### src/sv/cpspid_pkg.sv
// ----------------------------------------------------------------------------
// Cascade PID package
// Word types, register indexes and datapath widths shared by the cascade
// position/speed controller and its multiply-accumulate unit.
// ----------------------------------------------------------------------------
package cpspid_pkg;

  localparam int GAIN_W     = 16;
  localparam int ILIM_W     = 23;
  localparam int OLIM_W     = 15;
  localparam int CFG_IDX_W  = 3;
  localparam int CFG_DATA_W = 23;

  localparam int ERR_W  = 17;
  localparam int DERR_W = 18;
  localparam int D2_W   = 19;
  localparam int INTG_W = 24;

  // Multiplier operand and product widths; the gain enters as a signed
  // value with a zero sign bit.
  localparam int OPND_W = 25;
  localparam int PROD_W = GAIN_W + 1 + OPND_W;
  localparam int MACC_W = PROD_W + 2;

  localparam logic [CFG_IDX_W-1:0] REG_OUTER_P = 3'd0;
  localparam logic [CFG_IDX_W-1:0] REG_OUTER_I = 3'd1;
  localparam logic [CFG_IDX_W-1:0] REG_OUTER_D = 3'd2;
  localparam logic [CFG_IDX_W-1:0] REG_INT_LIM = 3'd3;
  localparam logic [CFG_IDX_W-1:0] REG_OUT_LIM = 3'd4;
  localparam logic [CFG_IDX_W-1:0] REG_INNER_P = 3'd5;
  localparam logic [CFG_IDX_W-1:0] REG_INNER_I = 3'd6;
  localparam logic [CFG_IDX_W-1:0] REG_INNER_D = 3'd7;

  typedef struct packed {
    logic signed [15:0] setpoint;
    logic signed [15:0] measured;
  } in_word_t;

  typedef struct packed {
    logic signed [9:0]  drive;
    logic signed [15:0] outer_command;
  } out_word_t;

  typedef struct packed {
    logic mul;
    logic clr;
    logic add;
  } mac_ctrl_t;

endpackage

### src/sv/cpspid_mac.sv
// ----------------------------------------------------------------------------
// Cascade PID multiply-accumulate unit
// One registered gain-by-operand multiplier followed by an accumulator that
// sums the registered products of one loop.
// ----------------------------------------------------------------------------
module cpspid_mac (
  input  logic                                   clk,
  input  cpspid_pkg::mac_ctrl_t                  ctrl,
  input  logic        [cpspid_pkg::GAIN_W-1:0]   gain,
  input  logic signed [cpspid_pkg::OPND_W-1:0]   opnd,
  output logic signed [cpspid_pkg::MACC_W-1:0]   acc
);

  localparam int PW = cpspid_pkg::PROD_W;
  localparam int AW = cpspid_pkg::MACC_W;

  logic signed [PW-1:0] prod_r;
  logic signed [AW-1:0] acc_r;
  logic signed [AW-1:0] prod_ext;

  assign prod_ext = $signed({{(AW-PW){prod_r[PW-1]}}, prod_r});

  always_ff @(posedge clk) begin
    if (ctrl.mul) begin
      prod_r <= $signed({1'b0, gain}) * opnd;
    end
    if (ctrl.clr) begin
      acc_r <= '0;
    end else if (ctrl.add) begin
      acc_r <= acc_r + prod_ext;
    end
  end

  assign acc = acc_r;

endmodule

### src/sv/cascade_position_speed_pid.sv
// ----------------------------------------------------------------------------
// Cascade position/speed PID controller
// Positional outer PID feeding an incremental inner PID, computed by a small
// sequencer around one shared multiply-accumulate unit.
// ----------------------------------------------------------------------------
//  channel | direction | handshake          | word
//  in_     | input     | in_valid/in_stall  | setpoint, measured
//  out_    | output    | out_valid/out_stall| drive, outer_command
//  cfg_    | input     | cfg_valid/cfg_ready| register index, data
//
// A word is accepted only while the sequencer is idle, and the next word is
// taken once the result is registered and the sequencer is back in idle;
// six products go one at a time through the single multiplier.
// Reset clears the gains, limits and all loop history to zero.
// A stalled result holds the sequencer in its last step; no loop history
// is updated and no new word is taken until the result register is free.
// ----------------------------------------------------------------------------
module cascade_position_speed_pid #(
  parameter int GAIN_FRAC_BITS = 8
) (
  input  logic                                   clk,
  input  logic                                   rst_n,
  input  logic                                   in_valid,
  output logic                                   in_stall,
  input  cpspid_pkg::in_word_t                   in_data,
  output logic                                   out_valid,
  input  logic                                   out_stall,
  output cpspid_pkg::out_word_t                  out_data,
  input  logic                                   cfg_valid,
  output logic                                   cfg_ready,
  input  logic [cpspid_pkg::CFG_IDX_W-1:0]       cfg_index,
  input  logic [cpspid_pkg::CFG_DATA_W-1:0]      cfg_data
);

  localparam int GW  = cpspid_pkg::GAIN_W;
  localparam int EW  = cpspid_pkg::ERR_W;
  localparam int DW  = cpspid_pkg::DERR_W;
  localparam int D2W = cpspid_pkg::D2_W;
  localparam int IW  = cpspid_pkg::INTG_W;
  localparam int OW  = cpspid_pkg::OPND_W;
  localparam int MW  = cpspid_pkg::MACC_W;
  localparam int ACC_W = GAIN_FRAC_BITS + 10;
  localparam logic signed [ACC_W-1:0] ACC_LIM = ACC_W'(500 * (1 << GAIN_FRAC_BITS));

  typedef enum logic [12:0] {
    S_IDLE = 13'b0000000000001,
    S_PREP = 13'b0000000000010,
    S_OM0  = 13'b0000000000100,
    S_OM1  = 13'b0000000001000,
    S_OM2  = 13'b0000000010000,
    S_OADD = 13'b0000000100000,
    S_CMD  = 13'b0000001000000,
    S_IERR = 13'b0000010000000,
    S_IM0  = 13'b0000100000000,
    S_IM1  = 13'b0001000000000,
    S_IM2  = 13'b0010000000000,
    S_IADD = 13'b0100000000000,
    S_FIN  = 13'b1000000000000
  } state_t;

  state_t state_r, state_nxt;

  logic [GW-1:0] op_gain_r, oi_gain_r, od_gain_r;
  logic [GW-1:0] ip_gain_r, ii_gain_r, id_gain_r;
  logic [cpspid_pkg::ILIM_W-1:0] ilim_r;
  logic [cpspid_pkg::OLIM_W-1:0] olim_r;

  cpspid_pkg::in_word_t  in_r;
  cpspid_pkg::out_word_t out_r;
  logic                  out_valid_r;

  logic signed [EW-1:0]    e_r, outer_err_r, ei_r, e1_r, e2_r;
  logic signed [DW-1:0]    de_r, dp_r;
  logic signed [D2W-1:0]   dd_r;
  logic signed [IW-1:0]    integ_r;
  logic signed [15:0]      cmd_r;
  logic signed [ACC_W-1:0] iacc_r;

  logic signed [EW-1:0]    e_nxt, ei_nxt;
  logic signed [DW-1:0]    de_nxt, dp_nxt;
  logic signed [D2W-1:0]   dd_nxt;
  logic signed [IW:0]      isum, ilim_s, iclamp;
  logic signed [MW-1:0]    macc, shifted, olim_s, cclamp;
  logic signed [MW:0]      asum, alim_s, aclamp;
  logic signed [ACC_W-1:0] iacc_nxt;
  logic signed [ACC_W-1:0] drive_full;

  cpspid_pkg::mac_ctrl_t   mac_ctrl;
  logic [GW-1:0]           mac_gain;
  logic signed [OW-1:0]    mac_opnd;

  logic in_acc, out_free;

  assign in_acc    = in_valid && !in_stall;
  assign in_stall  = (state_r != S_IDLE);
  assign out_free  = !out_valid_r || !out_stall;
  assign cfg_ready = 1'b1;

  cpspid_mac u_mac (
    .clk  (clk),
    .ctrl (mac_ctrl),
    .gain (mac_gain),
    .opnd (mac_opnd),
    .acc  (macc)
  );

  // Outer error, its difference and the clamped error sum.
  always_comb begin
    e_nxt  = EW'(in_r.setpoint) - EW'(in_r.measured);
    de_nxt = DW'(e_nxt) - DW'(outer_err_r);
    isum   = (IW+1)'(integ_r) + (IW+1)'(e_nxt);
    ilim_s = $signed({2'b00, ilim_r});
    if (isum > ilim_s) begin
      iclamp = ilim_s;
    end else if (isum < -ilim_s) begin
      iclamp = -ilim_s;
    end else begin
      iclamp = isum;
    end
  end

  // Outer command: floor scaling of the product sum, then the clamp.
  always_comb begin
    shifted = macc >>> GAIN_FRAC_BITS;
    olim_s  = $signed({{(MW-cpspid_pkg::OLIM_W){1'b0}}, olim_r});
    if (shifted > olim_s) begin
      cclamp = olim_s;
    end else if (shifted < -olim_s) begin
      cclamp = -olim_s;
    end else begin
      cclamp = shifted;
    end
  end

  // Inner error and its first and second differences.
  always_comb begin
    ei_nxt = EW'(cmd_r) - EW'(in_r.measured);
    dp_nxt = DW'(ei_nxt) - DW'(e1_r);
    dd_nxt = D2W'(ei_nxt) - (D2W'(e1_r) <<< 1) + D2W'(e2_r);
  end

  // Inner accumulator update and the drive value.
  always_comb begin
    asum   = (MW+1)'(iacc_r) + (MW+1)'(macc);
    alim_s = (MW+1)'(ACC_LIM);
    if (asum > alim_s) begin
      aclamp = alim_s;
    end else if (asum < -alim_s) begin
      aclamp = -alim_s;
    end else begin
      aclamp = asum;
    end
    iacc_nxt   = ACC_W'(aclamp);
    drive_full = iacc_nxt >>> GAIN_FRAC_BITS;
  end

  // Sequencer and shared unit operand selection.
  always_comb begin
    state_nxt = state_r;
    mac_ctrl  = '0;
    mac_gain  = op_gain_r;
    mac_opnd  = OW'(e_r);
    unique case (state_r)
      S_IDLE: begin
        if (in_valid) begin
          state_nxt = S_PREP;
        end
      end
      S_PREP: state_nxt = S_OM0;
      S_OM0: begin
        mac_ctrl  = '{mul: 1'b1, clr: 1'b1, add: 1'b0};
        state_nxt = S_OM1;
      end
      S_OM1: begin
        mac_ctrl  = '{mul: 1'b1, clr: 1'b0, add: 1'b1};
        mac_gain  = oi_gain_r;
        mac_opnd  = OW'(integ_r);
        state_nxt = S_OM2;
      end
      S_OM2: begin
        mac_ctrl  = '{mul: 1'b1, clr: 1'b0, add: 1'b1};
        mac_gain  = od_gain_r;
        mac_opnd  = OW'(de_r);
        state_nxt = S_OADD;
      end
      S_OADD: begin
        mac_ctrl  = '{mul: 1'b0, clr: 1'b0, add: 1'b1};
        state_nxt = S_CMD;
      end
      S_CMD:  state_nxt = S_IERR;
      S_IERR: state_nxt = S_IM0;
      S_IM0: begin
        mac_ctrl  = '{mul: 1'b1, clr: 1'b1, add: 1'b0};
        mac_gain  = ip_gain_r;
        mac_opnd  = OW'(dp_r);
        state_nxt = S_IM1;
      end
      S_IM1: begin
        mac_ctrl  = '{mul: 1'b1, clr: 1'b0, add: 1'b1};
        mac_gain  = ii_gain_r;
        mac_opnd  = OW'(ei_r);
        state_nxt = S_IM2;
      end
      S_IM2: begin
        mac_ctrl  = '{mul: 1'b1, clr: 1'b0, add: 1'b1};
        mac_gain  = id_gain_r;
        mac_opnd  = OW'(dd_r);
        state_nxt = S_IADD;
      end
      S_IADD: begin
        mac_ctrl  = '{mul: 1'b0, clr: 1'b0, add: 1'b1};
        state_nxt = S_FIN;
      end
      S_FIN: begin
        if (out_free) begin
          state_nxt = S_IDLE;
        end
      end
      default: state_nxt = S_IDLE;
    endcase
  end

  always_ff @(posedge clk) begin
    if (!rst_n) begin
      state_r     <= S_IDLE;
      out_valid_r <= 1'b0;
      op_gain_r   <= '0;
      oi_gain_r   <= '0;
      od_gain_r   <= '0;
      ilim_r      <= '0;
      olim_r      <= '0;
      ip_gain_r   <= '0;
      ii_gain_r   <= '0;
      id_gain_r   <= '0;
      outer_err_r <= '0;
      integ_r     <= '0;
      e1_r        <= '0;
      e2_r        <= '0;
      iacc_r      <= '0;
    end else begin
      state_r <= state_nxt;

      if (cfg_valid && cfg_ready) begin
        unique case (cfg_index)
          cpspid_pkg::REG_OUTER_P: op_gain_r <= cfg_data[GW-1:0];
          cpspid_pkg::REG_OUTER_I: oi_gain_r <= cfg_data[GW-1:0];
          cpspid_pkg::REG_OUTER_D: od_gain_r <= cfg_data[GW-1:0];
          cpspid_pkg::REG_INT_LIM: ilim_r    <= cfg_data[cpspid_pkg::ILIM_W-1:0];
          cpspid_pkg::REG_OUT_LIM: olim_r    <= cfg_data[cpspid_pkg::OLIM_W-1:0];
          cpspid_pkg::REG_INNER_P: ip_gain_r <= cfg_data[GW-1:0];
          cpspid_pkg::REG_INNER_I: ii_gain_r <= cfg_data[GW-1:0];
          cpspid_pkg::REG_INNER_D: id_gain_r <= cfg_data[GW-1:0];
          default: ;
        endcase
      end

      if (state_r == S_PREP) begin
        outer_err_r <= e_nxt;
        integ_r     <= IW'(iclamp);
      end

      if (state_r == S_FIN && out_free) begin
        e2_r        <= e1_r;
        e1_r        <= ei_r;
        iacc_r      <= iacc_nxt;
        out_valid_r <= 1'b1;
      end else if (!out_stall) begin
        out_valid_r <= 1'b0;
      end
    end
  end

  // Datapath words; these need no reset.
  always_ff @(posedge clk) begin
    if (in_acc) begin
      in_r <= in_data;
    end
    if (state_r == S_PREP) begin
      e_r  <= e_nxt;
      de_r <= de_nxt;
    end
    if (state_r == S_CMD) begin
      cmd_r <= 16'(cclamp);
    end
    if (state_r == S_IERR) begin
      ei_r <= ei_nxt;
      dp_r <= dp_nxt;
      dd_r <= dd_nxt;
    end
    if (state_r == S_FIN && out_free) begin
      out_r.drive         <= 10'(drive_full);
      out_r.outer_command <= cmd_r;
    end
  end

  assign out_valid = out_valid_r;
  assign out_data  = out_r;

`ifndef SYNTHESIS
  a_state_onehot : assert property (@(posedge clk) disable iff (!rst_n)
    $onehot(state_r))
    else $error("sequencer state is not one-hot");

  a_accept_starts : assert property (@(posedge clk) disable iff (!rst_n)
    in_acc |=> state_r == S_PREP)
    else $error("accepted word did not start the outer loop");

  a_result_from_fin : assert property (@(posedge clk) disable iff (!rst_n)
    $rose(out_valid_r) |-> $past(state_r == S_FIN))
    else $error("result appeared outside the final step");

  a_acc_bound : assert property (@(posedge clk) disable iff (!rst_n)
    iacc_r <= ACC_LIM && iacc_r >= -ACC_LIM)
    else $error("inner accumulator outside its clamp");

  a_cmd_range : assert property (@(posedge clk) disable iff (!rst_n)
    out_valid_r |-> out_r.outer_command != 16'sh8000)
    else $error("outer command outside the symmetric range");
`endif

endmodule

### config.mk
export PLATFORM = sky130hd
export DESIGN_NAME = cascade_position_speed_pid
export DESIGN_NICKNAME = d
export VERILOG_FILES = /design/src/sv/cpspid_pkg.sv /design/src/sv/cpspid_mac.sv /design/src/sv/cascade_position_speed_pid.sv
export SDC_FILE = /design/constraint.sdc
export NUM_CORES = 2
export LEC_CHECK = 0
export BUFFER_PORTS_ARGS = -buffer_cell sky130_fd_sc_hd__buf_4
export CAP_MARGIN = 20
export CORE_UTILIZATION = 48
export DETAILED_ROUTE_END_ITERATION = 16
export HOLD_SLACK_MARGIN = 0.08
export MAX_ROUTING_LAYER = met4
export PLACE_DENSITY = 0.61
export SYNTH_ARGS = -nofsm -noshare
export SYNTH_HDL_FRONTEND = slang
export SYNTH_SLANG_ARGS = --single-unit
export TNS_END_PERCENT = 5
### constraint.sdc
create_clock -name clk -period 18.8 [get_ports clk]
set_input_delay 0 -clock clk [delete_from_list [all_inputs] [get_ports clk]]
set_output_delay 0 -clock clk [all_outputs]
set_load 0.05 [all_outputs]
==> impl_metrics.csv <==
group,metric,value,unit
flow_run,drv_cap,0,
setup_path,path_common_cell,"fa_1",
clocking,post_cts.repair.setup_buffers,0,
final_layout,multiInputGateArea,31200,µm²
route,avgRoutedWirePerCell,20.4,µm
final_layout,fillers,8821,
clocking,clkSinkCount,490,
sta,setup_viol,0,
route,via_per_inst,5.65,
setup_path,cp_max_fo,55,
route,drt_iter0_drc,3164,
clocking,cts-resized-gates,0,
final_layout,num-nets-final,6270,
setup_path,r2r_start,"state_r[8]",
status,outcome,"finished, final reports clean",
setup_path,critPathSlowestCell,"o41ai_1",
floorplanning,die_y,313,µm
route,drc,0,
min_path,hp-class,"in -> reg",
yosys,syn_area_per_cell,8.72,µm²
sta,hold_ws,0.191,ns
sta,drv_slew,0,
grt,grt_start_max_net_pins,126,
setup_path,rr_endpoint,"u_mac.prod_r[39]",
yosys,ys_types,99,
placement,dp_slack,7.93,ns
placement,routabilityCongestion,0.942,
floorplanning,start_util,48.6,%
final_layout,area.sequential,11900,µm²
setup_path,crit_type,"reg -> reg",
setup_path,endpoint_kind,"register",
route,met3WireLength,8950,µm
route,dr_total_vias,38000,
yosys,synth_edf_count,205,
setup_path,worstPathArrival,11.45,ns
route,highest_layer,"met4",
sta,hold_viol,0,
final_layout,utilization,54.0,%
yosys,async_flop_share,0,%
route,wl,137000,µm
min_path,hold_end,"od_gain_r[15]",
floorplanning,floorplan.die.width,313,µm
min_path,worstHoldPathCells,4,
clocking,htree_levels,2,
power_and_ir_drop,power_leakage,23.0,nW
final_layout,drive_gt1_share,6.37,%
setup_path,r2r_slack,7.75,ns
clocking,cts_buffers,60,
yosys,syn_nets,6179,
final_layout,areaGrowthSynthToFinish,11.2,%
sta,rsz0062_at_grt,"no",
yosys,yosysWarnings,0,
floorplanning,dieArea,97700,µm²
sta,setup_tns,0,ns
route,dr_wl_met2,61300,µm
yosys,synth_area,46300,µm²
setup_path,slowest_delay,0.68,ns
clocking,clk_path_buf_depth,3,
yosys,synth-seq-cells,490,
clocking,root_buffer,"clkbuf_16",
sta,post-route-period-util,58.8,%
setup_path,reg2reg_depth,35,
sta,relSlewSlack,22.0,%
route,postRouteAntennaNets,0,
clocking,cts_hold_buf,107,
grt,grt_overflow,0,
final_layout,layout_common_cells,"834 x nand2_1, 655 x inv_1, 405 x fa_1, 405 x ha_1, 384 x nor2_1",
yosys,synth_ff_type,"dfxtp_1",
floorplanning,coreArea,95300,µm²
power_and_ir_drop,ir_worst_vdd,0.0000763,V
grt,antenna_found_initial,5,
floorplanning,io_pins,92,
setup_path,worstSetupStartpointType,"register",
power_and_ir_drop,pwr_density_cell,66.5,nW/µm²
yosys,syn_inst,5306,
final_layout,final_common_cell,"nand2_1",
sta,fmax,0.0905,GHz
sta,setup_ws,7.75,ns
setup_path,crit_required,19.20,ns
sta,final_period_minus_worst_setup_slack,11.05,ns
placement,dp_hpwl,105000,µm
grt,grt_pass1_wl,216000,µm
clocking,clkLatencyLatePin,0.70,ns
sta,worst_pin_slew,1.17,ns
route,met1_length,62200,µm
grt,grt_pass1_vias,37600,
clocking,clk_pin_slew,0.06,ns
yosys,yosysSeqAreaShare,25.6,%
clocking,cts_tree,"done",
sta,skew,0.0528,ns
route,drt_pass1_iterations,9,
grt,grt.total_usage,29.1,%
min_path,hold_start,"cfg_data[15]",
setup_path,crit_path_start,"state_r[8]",
placement,io_buffer_count,90,
floorplanning,row_count,113,
==> final cells by class <==
class                   count  area share, %
repair buffers            250           4.27
diodes                      3         0.0146
clock inverters            44           1.11
well taps                1265           3.08
multi-input cells        3938           60.5
clock buffers              70           3.15
flip-flops and latches    490           23.0
inverters                 657           4.79
==> kinds of logic (layout without fill, tap and decap cells) <==
logic type      after synthesis  count (layout)  share of synthesized area [%]
compound gates             1086            1086                           15.9
simple gates               1744            1744                           16.8
flops                       490             490                           25.6
buf+inv                     878            1021                           7.27
other cells                   1               4                        0.00810
fa+ha+maj                   810             810                           28.5
mux                          80              80                           1.80
xor+xnor                    217             217                           4.11
==> per-layer routing <==
layer | vias up | track usage (%)
li1 | 18100 | -
met1 | 18500 | 39.9
met2 | 1122 | 44.9
met3 | 218 | 3.65
met4 | 0 | 9.04
met5 | - | -
==> report_power, final <==
part	leakage (nW)	switching, W	internal (W)
combinational	17.7	0.000589	0.000373
clock	1.07	0.000526	0.000762
sequential	4.20	0.0000157	0.00116
total	23.0	0.00113	0.00229
==> sequential cells by signal, summed over array words and instances (netlist names), 18 cells and up <==
signal and count:
de_r 18, out_data 26, u_mac.prod_r 42, u_mac.acc 44, in_r 32, iacc_r 18
dp_r 18, integ_r 24, ilim_r 23, dd_r 19
==> critical path: cells and delay by family, from the launching register on <==
family / cells / cell delay [ns]
flops: 1 / 0.37
buf+inv: 5 / 1.01
simple gates: 10 / 2.15
xor+xnor: 1 / 0.08
compound gates: 12 / 3.80
fa+ha+maj: 7 / 3.31
==> synthesized netlist by cell type (17+ instances only) <==
cell type  number  area (µm²)
nand2_1       835        3130
inv_1         656        2460
fa_1          405        8110
ha_1          405        5070
nor2_1        387        1450
dfxtp_1       285        5710
a21oi_1       240        1200
edfxtp_1      205        6160
a21boi_0      200        1500
o21ai_0       185         926
clkbuf_1      178         668
xnor2_1       158        1380
a21o_1        116         871
nand3_1        91         455
nor3_1         77         385
xor2_1         59         517
nand4_1        58         363
mux2i_1        54         541
nor2b_1        50         313
a22oi_1        45         338
o21a_1         43         323
nand2b_1       39         244
and3_1         37         231
nor4_1         36         225
a222oi_1       32         320
and2_1         30         188
or3_1          28         175
mux2_2         26         293
a31oi_1        20         125
o21bai_1       20         150
o211ai_1       19         143
buf_2          18        90.1
a211oi_1       17         128
==> worst max path at each step <==
stage                            end
floorplan           u_mac.prod_r[39]
global placement    u_mac.prod_r[39]
detailed placement  u_mac.prod_r[39]
CTS                 u_mac.prod_r[39]
global route        u_mac.prod_r[39]
finish              u_mac.prod_r[39]
==> stage by stage <==
stage / cells / total power, W / area, µm²
after CTS: 6707 / 0.00343 / 51400
final: 6717 / 0.00342 / 51500
after global routing: 6716 / 0.00360 / 51500
after detailed placement: 6486 / 0.00212 / 48100
after floorplan: 5306 / 0.00185 / 46300
after global placement: 6485 / 0.00212 / 48100
No activity file was read; power rests on OpenSTA's default activity.
